<file path="config.mk">
export PLATFORM = sky130hd
export DESIGN_NAME = rf_packet_decoder_flat
export DESIGN_NICKNAME = d
export VERILOG_FILES = /design/src/rtl/rfpd_pkg.sv /design/src/rtl/rfpd_if.sv /design/src/rtl/rf_packet_decoder.sv /design/src/flat_wrapper.sv
export SDC_FILE = /design/constraint.sdc
export NUM_CORES = 1
export LEC_CHECK = 0
export BUFFER_PORTS_ARGS = -buffer_cell sky130_fd_sc_hd__buf_2
export CAP_MARGIN = 5
export CORE_ASPECT_RATIO = 0.5
export CORE_UTILIZATION = 55
export CTS_CLUSTER_DIAMETER = 30
export DETAILED_ROUTE_END_ITERATION = 7
export GPL_TIMING_DRIVEN = 0
export HOLD_SLACK_MARGIN = 0.06
export MAX_ROUTING_LAYER = met4
export PLACE_DENSITY_LB_ADDON = 0.2
export SLEW_MARGIN = 20
export SYNTH_ARGS = -nofsm -noshare
export SYNTH_HDL_FRONTEND = slang
export SYNTH_SLANG_ARGS = --single-unit
</file>
<file path="constraint.sdc">
create_clock -name clk_i -period 3.93 [get_ports clk_i]
set_input_delay 0 -clock clk_i [delete_from_list [all_inputs] [get_ports clk_i]]
set_output_delay 0 -clock clk_i [all_outputs]
set_load 0.1 [all_outputs]
</file>
<file path="src/rtl/rfpd_pkg.sv">
// Shared types, codes and the CRC byte update for the RF packet decoder.
// No dependencies; imported by the channel interfaces and the top level.
`default_nettype none

package rfpd_pkg;

  localparam int unsigned PKT_BYTES_DEF = 32;
  localparam int unsigned DATA_MAX_DEF  = 27;

  localparam logic [15:0] CRC_INIT = 16'hFFFF;
  localparam logic [15:0] CRC_POLY = 16'h1021;
  localparam logic [15:0] CRC_MSB  = 16'h8000;
  localparam logic [7:0]  SRC_MASK = 8'h0F;

  localparam int unsigned CFG_IDX_W = 2;
  localparam int unsigned CFG_DATA_W = 8;

  typedef enum logic [CFG_IDX_W-1:0] {
    CFG_ACK_MASK = 2'd0,
    CFG_STATUS_CMD = 2'd1,
    CFG_VERSION_CMD = 2'd2
  } cfg_idx_e;

  localparam logic [7:0] ACK_MASK_RST = 8'h80;

  typedef enum logic [1:0] {
    ST_CMD_OK  = 2'd0,
    ST_RESP_OK = 2'd1,
    ST_CRC_ERR = 2'd2,
    ST_LEN_ERR = 2'd3
  } status_e;

  typedef struct packed {
    logic [7:0] rx_byte;
  } rx_item_t;

  typedef struct packed {
    status_e           status;
    logic [4:0]        src_id;
    logic [7:0]        command_code;
    logic signed [7:0] argument;
    logic [4:0]        data_count;
    logic [7:0]        data_byte;
    logic              data_valid;
    logic              last;
  } res_item_t;

  // CRC-16-CCITT, MSB first, one byte per call
  function automatic logic [15:0] crc16_feed(input logic [15:0] crc, input logic [7:0] b);
    logic [15:0] c;
    c = crc ^ {b, 8'h00};
    for (int i = 0; i < 8; i++) begin
      if ((c & CRC_MSB) != 16'h0000) begin
        c = {c[14:0], 1'b0} ^ CRC_POLY;
      end else begin
        c = {c[14:0], 1'b0};
      end
    end
    return c;
  endfunction

endpackage

`default_nettype wire

</file>
<file path="src/rtl/rfpd_if.sv">
// Valid/ready channel interfaces: received bytes in, decoded results out.
// Depends on rfpd_pkg for the payload types.
`default_nettype none

interface rfpd_rx_if import rfpd_pkg::*; ();
  logic     valid;
  logic     ready;
  rx_item_t data;
  modport source (output valid, output data, input ready);
  modport sink   (input valid, input data, output ready);
endinterface

interface rfpd_res_if import rfpd_pkg::*; ();
  logic      valid;
  logic      ready;
  res_item_t data;
  modport source (output valid, output data, input ready);
  modport sink   (input valid, input data, output ready);
endinterface

`default_nettype wire

</file>
<file path="src/rtl/rf_packet_decoder.sv">
// RF packet decoder top level: byte store, CRC check, classification, result emit.
// Depends on rfpd_pkg and the rfpd_rx_if / rfpd_res_if channel interfaces.
// Usage:
//   rx_if carries one received byte per request; packets are PACKET_BYTES long,
//   the last two bytes being the CRC (low byte first). Position is counted here,
//   so the sender just streams bytes. While a packet is coming in, one byte is
//   taken every cycle. Body bytes go into a single-port store RAM.
//   After the final byte, results leave on res_if through one output register:
//   - CRC error, command, plain response or length error: one request, loaded
//     into the output register from S_SINGLE once the register is free.
//   - status/version response with N data bytes: N requests, each a RAM read
//     in S_FETCH followed by a load in S_HOLD once the output register is free.
//   rx_if.ready is low from the final byte until the last result of that packet
//   is loaded into the output register. The RAM read port sets the burst rate,
//   and a stalled receiver slows it further.
//   A stalled receiver holds the output register; the block keeps accepting the
//   next packet's bytes as long as it is not itself in an emit phase.
//   Reset (rst_ni low) returns the position to zero, the CRC to 0xFFFF and the
//   registers to their defaults; the store RAM is not cleared (every packet
//   overwrites it before it is read). Config writes belong between packets.
`default_nettype none

module rf_packet_decoder import rfpd_pkg::*; #(
  parameter int unsigned PACKET_BYTES = PKT_BYTES_DEF,
  parameter int unsigned DATA_MAX     = DATA_MAX_DEF
) (
  input  wire                    clk_i,
  input  wire                    rst_ni,
  rfpd_rx_if.sink                rx_if,
  rfpd_res_if.source             res_if,
  input  wire                    cfg_we_i,
  input  wire [CFG_IDX_W-1:0]    cfg_idx_i,
  input  wire [CFG_DATA_W-1:0]   cfg_data_i
);

  localparam int unsigned BODY  = PACKET_BYTES - 2;
  localparam int unsigned AW    = $clog2(BODY);
  localparam int unsigned PW    = $clog2(PACKET_BYTES);
  localparam int unsigned KW    = $clog2(DATA_MAX + 1);
  localparam int unsigned IW    = $clog2(DATA_MAX + 3);
  localparam logic [PW-1:0] POS_LAST  = PW'(PACKET_BYTES - 1);
  localparam logic [PW-1:0] POS_CRCLO = PW'(BODY);

  typedef enum logic [1:0] {
    S_IDLE,
    S_SINGLE,
    S_FETCH,
    S_HOLD
  } state_e;

  // configuration
  logic [7:0] ack_mask_q, status_cmd_q, version_cmd_q;

  // receive side
  state_e        state_q;
  logic [PW-1:0] pos_q;
  logic [15:0]   crc_q;
  logic [7:0]    crc_lo_q;
  logic [7:0]    b0_q, b1_q, b2_q;

  // decoded packet summary
  status_e           dec_st_q;
  logic [4:0]        dec_src_q;
  logic [7:0]        dec_cmd_q;
  logic signed [7:0] dec_arg_q;
  logic [KW-1:0]     n_q, k_q;

  // store RAM
  logic [7:0] mem_q [BODY];
  logic [7:0] rdata_q;
  logic       oob_q;

  // output register
  logic      out_valid_q;
  res_item_t out_q;

  logic rx_acc, out_free, final_byte, crc_ok, is_resp, has_data;
  logic out_load, burst_start;
  logic [IW-1:0] rd_idx;
  logic          rd_in_range;
  logic [4:0]    src;

  assign rx_if.ready = (state_q == S_IDLE);
  assign rx_acc      = rx_if.valid && rx_if.ready;
  assign final_byte  = rx_acc && (pos_q == POS_LAST);
  assign out_free    = !out_valid_q || res_if.ready;
  assign out_load    = ((state_q == S_SINGLE) || (state_q == S_HOLD)) && out_free;
  assign res_if.valid = out_valid_q;
  assign res_if.data  = out_q;

  assign crc_ok   = ({rx_if.data.rx_byte, crc_lo_q} == crc_q);
  assign is_resp  = ((b0_q & ack_mask_q) == ack_mask_q);
  assign has_data = (b1_q == status_cmd_q) || (b1_q == version_cmd_q);
  assign src      = 5'(b0_q & SRC_MASK) + 5'd1;
  // good status/version response with a data count in 1..DATA_MAX
  assign burst_start = crc_ok && is_resp && has_data && (b2_q != 8'h00) &&
                       (b2_q <= 8'(DATA_MAX));

  // data byte k sits at packet byte 3+k; past the body it reads as zero
  assign rd_idx      = IW'(k_q) + IW'(3);
  assign rd_in_range = (7'(rd_idx) < 7'(BODY));

  always_ff @(posedge clk_i or negedge rst_ni) begin
    if (!rst_ni) begin
      ack_mask_q    <= ACK_MASK_RST;
      status_cmd_q  <= 8'h00;
      version_cmd_q <= 8'h00;
    end else if (cfg_we_i) begin
      unique case (cfg_idx_i)
        CFG_ACK_MASK:    ack_mask_q    <= cfg_data_i;
        CFG_STATUS_CMD:  status_cmd_q  <= cfg_data_i;
        CFG_VERSION_CMD: version_cmd_q <= cfg_data_i;
        default: ;
      endcase
    end
  end

  // single-port store: written on body bytes, read only during the data burst
  always_ff @(posedge clk_i) begin
    if (rx_acc && (pos_q < POS_CRCLO)) begin
      mem_q[pos_q[AW-1:0]] <= rx_if.data.rx_byte;
    end
    if (state_q == S_FETCH && rd_in_range) begin
      rdata_q <= mem_q[rd_idx[AW-1:0]];
    end
  end

  always_ff @(posedge clk_i or negedge rst_ni) begin
    if (!rst_ni) begin
      state_q     <= S_IDLE;
      pos_q       <= '0;
      crc_q       <= CRC_INIT;
      crc_lo_q    <= 8'h00;
      out_valid_q <= 1'b0;
      k_q         <= '0;
    end else begin
      if (out_load) begin
        out_valid_q <= 1'b1;
      end else if (res_if.ready) begin
        out_valid_q <= 1'b0;
      end
      unique case (state_q)
        S_IDLE: begin
          if (rx_acc) begin
            if (pos_q < POS_CRCLO) begin
              crc_q <= crc16_feed(crc_q, rx_if.data.rx_byte);
              pos_q <= pos_q + PW'(1);
              if (pos_q == PW'(0)) b0_q <= rx_if.data.rx_byte;
              if (pos_q == PW'(1)) b1_q <= rx_if.data.rx_byte;
              if (pos_q == PW'(2)) b2_q <= rx_if.data.rx_byte;
            end else if (pos_q == POS_CRCLO) begin
              crc_lo_q <= rx_if.data.rx_byte;
              pos_q    <= pos_q + PW'(1);
            end else begin
              // final byte: check and classify
              pos_q <= '0;
              crc_q <= CRC_INIT;
              k_q   <= '0;
              n_q   <= KW'(b2_q);
              state_q <= burst_start ? S_FETCH : S_SINGLE;
              if (!crc_ok) begin
                dec_st_q  <= ST_CRC_ERR;
                dec_src_q <= 5'd0;
                dec_cmd_q <= 8'h00;
                dec_arg_q <= 8'sh00;
              end else if (!is_resp) begin
                dec_st_q  <= ST_CMD_OK;
                dec_src_q <= 5'd0;
                dec_cmd_q <= b0_q;
                dec_arg_q <= b1_q;
              end else begin
                dec_src_q <= src;
                dec_cmd_q <= b1_q;
                dec_arg_q <= b2_q;
                if (has_data && (b2_q > 8'(DATA_MAX))) begin
                  dec_st_q <= ST_LEN_ERR;
                end else begin
                  dec_st_q <= ST_RESP_OK;
                end
              end
            end
          end
        end
        S_SINGLE: begin
          if (out_free) begin
            out_q.status       <= dec_st_q;
            out_q.src_id       <= dec_src_q;
            out_q.command_code <= dec_cmd_q;
            out_q.argument     <= dec_arg_q;
            out_q.data_count   <= 5'd0;
            out_q.data_byte    <= 8'h00;
            out_q.data_valid   <= 1'b0;
            out_q.last         <= 1'b1;
            state_q            <= S_IDLE;
          end
        end
        S_FETCH: begin
          oob_q   <= !rd_in_range;
          state_q <= S_HOLD;
        end
        S_HOLD: begin
          if (out_free) begin
            out_q.status       <= dec_st_q;
            out_q.src_id       <= dec_src_q;
            out_q.command_code <= dec_cmd_q;
            out_q.argument     <= dec_arg_q;
            out_q.data_count   <= 5'(n_q);
            out_q.data_byte    <= oob_q ? 8'h00 : rdata_q;
            out_q.data_valid   <= 1'b1;
            out_q.last         <= (k_q == n_q - KW'(1));
            k_q                <= k_q + KW'(1);
            state_q            <= (k_q == n_q - KW'(1)) ? S_IDLE : S_FETCH;
          end
        end
        default: state_q <= S_IDLE;
      endcase
    end
  end

`ifndef SYNTHESIS
  a_final_leaves_idle: assert property (@(posedge clk_i) disable iff (!rst_ni)
    final_byte |=> state_q != S_IDLE)
    else $error("final byte did not start result emission");

  a_pos_in_range: assert property (@(posedge clk_i) disable iff (!rst_ni)
    pos_q <= POS_LAST)
    else $error("byte position beyond packet length");

  a_burst_count: assert property (@(posedge clk_i) disable iff (!rst_ni)
    (state_q == S_FETCH || state_q == S_HOLD) |-> (k_q < n_q))
    else $error("data burst index past data length");

  a_hold_after_fetch: assert property (@(posedge clk_i) disable iff (!rst_ni)
    (state_q == S_FETCH) |=> (state_q == S_HOLD))
    else $error("RAM read data not consumed in hold state");
`endif

endmodule

`default_nettype wire

</file>
<file path="src/flat_wrapper.sv">
// flat-port wrapper written by rule: the top's interface ports become plain ports
module rf_packet_decoder_flat import rfpd_pkg::*;
#(
  parameter int unsigned PACKET_BYTES = PKT_BYTES_DEF,
  parameter int unsigned DATA_MAX     = DATA_MAX_DEF
)
  (clk_i, rst_ni, cfg_we_i, cfg_idx_i, cfg_data_i, rx_if_valid, rx_if_data, rx_if_ready, res_if_valid, res_if_data, res_if_ready);
  rfpd_rx_if rx_if_i ();
  rfpd_res_if res_if_i ();
  input  wire clk_i;
  input  wire rst_ni;
  input  wire cfg_we_i;
  input  wire [CFG_IDX_W-1:0] cfg_idx_i;
  input  wire [CFG_DATA_W-1:0] cfg_data_i;
  input wire logic [$bits(rx_if_i.valid)-1:0] rx_if_valid;
  input wire logic [$bits(rx_if_i.data)-1:0] rx_if_data;
  output wire logic [$bits(rx_if_i.ready)-1:0] rx_if_ready;
  output wire logic [$bits(res_if_i.valid)-1:0] res_if_valid;
  output wire logic [$bits(res_if_i.data)-1:0] res_if_data;
  input wire logic [$bits(res_if_i.ready)-1:0] res_if_ready;
  assign rx_if_i.valid = rx_if_valid;
  assign rx_if_i.data = rx_if_data;
  assign rx_if_ready = rx_if_i.ready;
  assign res_if_valid = res_if_i.valid;
  assign res_if_data = res_if_i.data;
  assign res_if_i.ready = res_if_ready;
  rf_packet_decoder #(.PACKET_BYTES(PACKET_BYTES), .DATA_MAX(DATA_MAX)) u_core (.clk_i(clk_i), .rst_ni(rst_ni), .rx_if(rx_if_i), .res_if(res_if_i), .cfg_we_i(cfg_we_i), .cfg_idx_i(cfg_idx_i), .cfg_data_i(cfg_data_i));
endmodule
</file>
# Yosys cells after proc, flatten, opt, wreduce, memory -nomap -nowiden
# Memories as Yosys holds them, arrays and structs flattened. A register that Yosys moved wholly into a read port is not among the register bits.
# Index checks and enable logic that the tools add are counted.
[word_totals]
in_bits = 23
rom_bits = 0
latch_bits = 0
memories = 1
register_bits = 152
ram_bits = 240
[mem_list]
columns = ["name", "depth", "word_bits", "read_ports", "rd_clocked_by_memory_dff", "write_ports", "line", "text"]
rows = [
  ["u_core.mem_q", 30, 8, 1, 1, 1, "rf_packet_decoder.sv:69", "logic [7:0] mem_q [BODY];"],
]
[classes]
n_eq_ne = 19
n_lt_le_gt_ge = 4
n_bitwise = 12
div = 0
muxes = 58
n_addsub = 5
shift = 0
n_reduce_logical = 36
n_mul = 0
[ops]
columns = ["op", "n"]
rows = [
  ["16-bit 2-to-1 mux", 23],
  ["13-bit 2-to-1 mux", 8],
  ["38-bit 2-to-1 mux", 2],
  ["38-bit one-hot mux with 2 select lines", 1],
  ["5-bit 2-to-1 mux", 6],
  ["5-bit AND reduction", 6],
  ["8-bit == test", 3],
  ["8-bit 2-to-1 mux", 3],
  ["3-bit inverter", 8],
  ["2-bit 2-to-1 mux", 9],
  ["16-bit == test", 1],
  ["16-bit bitwise XOR", 1],
  ["2-bit AND reduction", 6],
  ["5-bit by 1-bit adder with 5-bit output, second input constant", 2],
  ["5-bit < comparator, second input constant", 2],
  ["5-bit one-hot mux with 2 select lines", 1],
  ["1-bit logical AND", 9],
  ["8-bit AND", 1],
  ["8-bit by 5-bit greater-than comparator with 1-bit output, second input constant", 1],
  ["8-bit by 5-bit <= comparator with 1-bit output, second input constant", 1],
  ["2-bit one-hot mux with 4 select lines", 1],
  ["4-bit AND reduction", 2],
  ["8-bit nonzero test", 1],
  ["2-bit == test, second input constant", 3],
  ["18 further kinds", 33],
]

# Depth between registers and ports, before layout
[logic_depth]
depth_word = 39
depth_mapped = 12
ltp_nobuf = 7

# Worst setup path before layout
# Ideal clock, no wire load.
[synth_path]
kind = "register to register"
start = "register u_core.k_q[0]"
end = "register u_core.rdata_q[0] (read register of u_core.mem_q), enable pin"
path_slack_ns = 0.529
path_stages_with_launch = 11
path_buffers = 6
arrival_time_ns = 3.016
required_ns = 3.545
cell_sequence = "dfrtp_1 buf_2 buf_4 buf_4 buf_2 inv_1 ha_1 buf_1 clkbuf_1 nor4_1 nor3b_1"
[synth_via]
elab_chain_len = 3
[synth_rtl]
columns = ["item", "line", "text"]
rows = [
  ["start, declared", "rf_packet_decoder.sv:66", "logic [KW-1:0] n_q, k_q;"],
  ["start signal, assigned", "rf_packet_decoder.sv:211", "k_q <= k_q + KW'(1);"],
  ["5-bit by 2-bit adder with 5-bit output *", "rf_packet_decoder.sv:100", "assign rd_idx = IW'(k_q) + IW'(3);"],
  ["5-bit < comparator", "rf_packet_decoder.sv:101", "assign rd_in_range = (7'(rd_idx) < 7'(BODY));"],
  ["1-bit logical AND", "rf_packet_decoder.sv:123", "if (state_q == S_FETCH && rd_in_range) begin"],
  ["end, declared", "rf_packet_decoder.sv:70", "logic [7:0] rdata_q;"],
]
# Every way passes the cells marked *; elsewhere a longest branch is shown, timed or not.
# A chain may end at the register's enable or synchronous reset.

# Final worst setup path
[layout_path]
start = "register u_core.k_q[0]"
end = "register u_core.rdata_q[4] (read register of u_core.mem_q) (data pin)"
# Same word-level chain as after synthesis.

==> reports/qor.csv <==
stage,metric,value,unit
power_and_ir_drop,p_sw_share,29.58,%
placed_design,io_buffers,62,
sta,slew_viol_final,0,
global_routing,antenna_found_initial,1,
sta,holdWs,81.16,ps
yosys,seq_area_frac_synth,73.48,%
route,final_antenna_net_count,0,
yosys,syn_nets,977,
cells_and_area,syn2layout_area_growth,15.93,%
route,drtIter0Drc,922,
yosys,yosys-top-cells-area,"edfxtp_1, mux4_2, dfrtp_1, dfstp_2, xnor2_1",
sta,hold_violations,0,
route,via_per_inst,5.880,
sta,finalClockSkew,19.02,ps
critical_path,path_max_fanout,10,
clock_tree,cts_tree,done,
power_and_ir_drop,p_clk_share,34.0,%
route,drt_pre_antenna_iters,5,
global_routing,grt_pass1_vias,8848,
global_routing,grt_max_degree,65,
power_and_ir_drop,p_leak,6.441,nW
cells_and_area,largest_reg_flops,240,
critical_path,required,4220,ps
sta,clock.fmax,265.8,MHz
floorplan,fp.dieW,242.9,um
clock_tree,max-clock-path-buffers,3,
placed_design,dp_hpwl,21190,um
critical_path,path_class,flip-flop to flip-flop,
placed_design,gp_congestion,0.8769,
yosys,syn_area_per_cell,16.87,sq um
placed_design,placed_cell_area,16780,sq um
cells_and_area,layout_common_cells,"edfxtp_1, nand2_1, nor2_1",
power_and_ir_drop,internal_power,0.008710,W
cells_and_area,nNetsFinal,1108,
critical_path,worstReg2RegStart,u_core.k_q[0],
floorplan,die_y,122.5,um
floorplan,io_pins,63,
sta,fin_crit,3762,ps
power_and_ir_drop,power-per-cell-area,668.5,nW/um^2
power_and_ir_drop,p_comb_share,23.0,%
yosys,yosysUniqueCellTypes,51,
critical_path,startpoint,u_core.k_q[0],
sta,relSlewSlack,41.15,%
route,wl_per_cell,22.82,um
yosys,yosysWarnings,0,
power_and_ir_drop,switchingPower,0.003659,W
clock_tree,clk_pin_slew,70,ps
critical_path,crit_arrival,4060,ps
sta,finalCritPeriodShare,95.73,%
clock_tree,htree_levels,2,
sta,grt_setup_unrepaired,false,
clock_tree,cts-buffers-inserted,44,
cells_and_area,stdcell_area,18500,sq um
run,cap_violations,0,
clock_tree,clkLatencyLatePin,550,ps
floorplan,design.core.area,28080,sq um
cells_and_area,final_common_cell,edfxtp_1,
yosys,yosysTopAreaCell,edfxtp_1,
route,vias,8761,
power_and_ir_drop,pwr-share-seq,43.0,%
floorplan,dieArea,29750,sq um
cells_and_area,drive_gt1_share,23.92,%
yosys,synthCells,946,
cells_and_area,nFillCells,1886,
critical_path,cp-start-kind,flip-flop,
cells_and_area,antenna_cells,0,
sta,worstMarginPinSlew,879.5,ps
outcome,status,"complete, no violations",
floorplan,fp-row-count,43,
global_routing,grt_pass1_wl,52400,um
clock_tree,cts_root_buf,clkbuf_16,
yosys,syn_area,15960,sq um
global_routing,grt_util_all_layers,24.71,%
sta,setup_viol,0,
power_and_ir_drop,ir_worst_vdd,0.0004492,V
sta,fin_setup_tns,0,ps
route,drcViolationCount,0,
power_and_ir_drop,fin_total_pwr,0.01237,W
floorplan,initial_core_util,56.83,%
global_routing,grt_overflow,0,
critical_path,end_kind,flip-flop,
route,wl,34000,um
yosys,synth_top_area_share,63.78,%
hold_path,min_path_type,primary input to asynchronous set/reset pin,
clock_tree,cts.sinks,400,
yosys,ys_ff_latch,400,
cells_and_area,utilization,65.88,%
[worst max-delay path: stages (launching register included)]
cell	delay (ps)
dfrtp_1	360
buf_2	200
buf_4	270
buf_4	290
buf_2	330
inv_1	110
ha_1	380
clkbuf_2	350
mux4_2	350
o21ai_0	400
a32oi_1	180
and3_1	290
[through the flow]
| stage | setup slack, ps | instances |
|---|---|---|
| floorplan | 529.1 | 946 |
| global placement | -615.1 | 1390 |
| detailed placement | -748.7 | 1391 |
| CTS | 99.80 | 1489 |
| global route | 26.17 | 1490 |
| finish | 167.9 | 1490 |
[metal layers]
| metal | track usage [%] | vias up | wire, um |
|---|---|---|---|
| met3 | 5.554 | 59 | 2699 |
| met1 | 33.39 | 4459 | 14500 |
| met5 | - | - | 0 |
| met2 | 38.20 | 371 | 16010 |
| met4 | 7.193 | 0 | 792 |
| li1 | - | 3872 | - |
[cells by family after synthesis]
family / share of synthesized area, %
and+or+nand+nor: 7.252
AOI/OAI and AO/OA: 2.548
adders and majority gates: 0.6272
xor gates and xnor gates: 3.457
muxes: 11.17
DFF: 73.48
buffers and inverters: 1.466
[power by group through the flow]
| stage | Sequential (W) | Clock (W) | Combinational (W) |
|---|---|---|---|
| after floorplan | 0.00553 | 0 | 0.00186 |
| after global placement | 0.00537 | 0 | 0.00275 |
| after detailed placement | 0.00540 | 0 | 0.00281 |
| after CTS | 0.00531 | 0.00425 | 0.00284 |
| after global routing | 0.00535 | 0.00443 | 0.00305 |
| final | 0.00532 | 0.00420 | 0.00285 |
[worst paths after layout]
check,endpoint,slack [ps],cells after the start
max in group asynchronous,u_core.ack_mask_q[2],3310,2
min in group clk_i,u_core.mem_q[1][4],90,1
min reg2reg,u_core.res_if.data[29],420,0
max,u_core.rdata_q[4],170,11
min,u_core.crc_lo_q[5],80,2
max reg2reg,u_core.rdata_q[4],170,11
[cells in the mapped netlist, drive strengths merged]
| cell | number |
|---|---|
| mux2 | 25 |
| or3b | 1 |
| a32oi | 8 |
| edfxtp | 339 |
| inv | 20 |
| xnor2 | 45 |
| a221oi | 1 |
| nor2b | 1 |
| nand2b | 4 |
| dfrtp | 44 |
| mux2i | 24 |
| o21ai | 22 |
| xor2 | 18 |
| a211oi | 1 |
| o221a | 1 |
| clkbuf | 20 |
| ha | 8 |
| o21bai | 1 |
| nor3b | 2 |
| o22ai | 7 |
| or3 | 4 |
| a21oi | 13 |
| o211ai | 1 |
| nand2 | 83 |
| or2 | 3 |
| a21o | 1 |
| nor3 | 4 |
| nor2 | 81 |
| and2 | 10 |
| or4 | 1 |
| nor4 | 4 |
| nand3 | 22 |
| o31ai | 2 |
| buf | 15 |
| mux4 | 56 |
| and3 | 15 |
| o22a | 5 |
| dfstp | 17 |
| nand4 | 10 |
| o2111ai | 1 |
| and3b | 1 |
| nand3b | 5 |
[repair_timing]
| action | CTS | global route |
|---|---|---|
| hold buffers | 21 | 0 |
| gates resized for setup | 5 | 3 |
| buffers inserted | 0 | 1 |
| endpoints found under the setup margin | 16 | 16 |
| hold endpoints to repair | 130 | 0 |
| gates cloned | 0 | 0 |
| pin swaps | 0 | 1 |
[final cells by class]
cell class / instances / area (sq um) / share of cell area [%]
flip-flops and latches: 400 / 11730 / 63.38
multi-input cells: 491 / 4013 / 21.69
plain buffers: 35 / 165.2 / 0.8926
well taps: 382 / 478.0 / 2.583
clock buffers: 49 / 1151 / 6.221
repair buffers: 85 / 550.5 / 2.975
clock inverters: 28 / 342.8 / 1.853
inverters: 20 / 75.07 / 0.4057
Power figures use the tool's default switching activity.
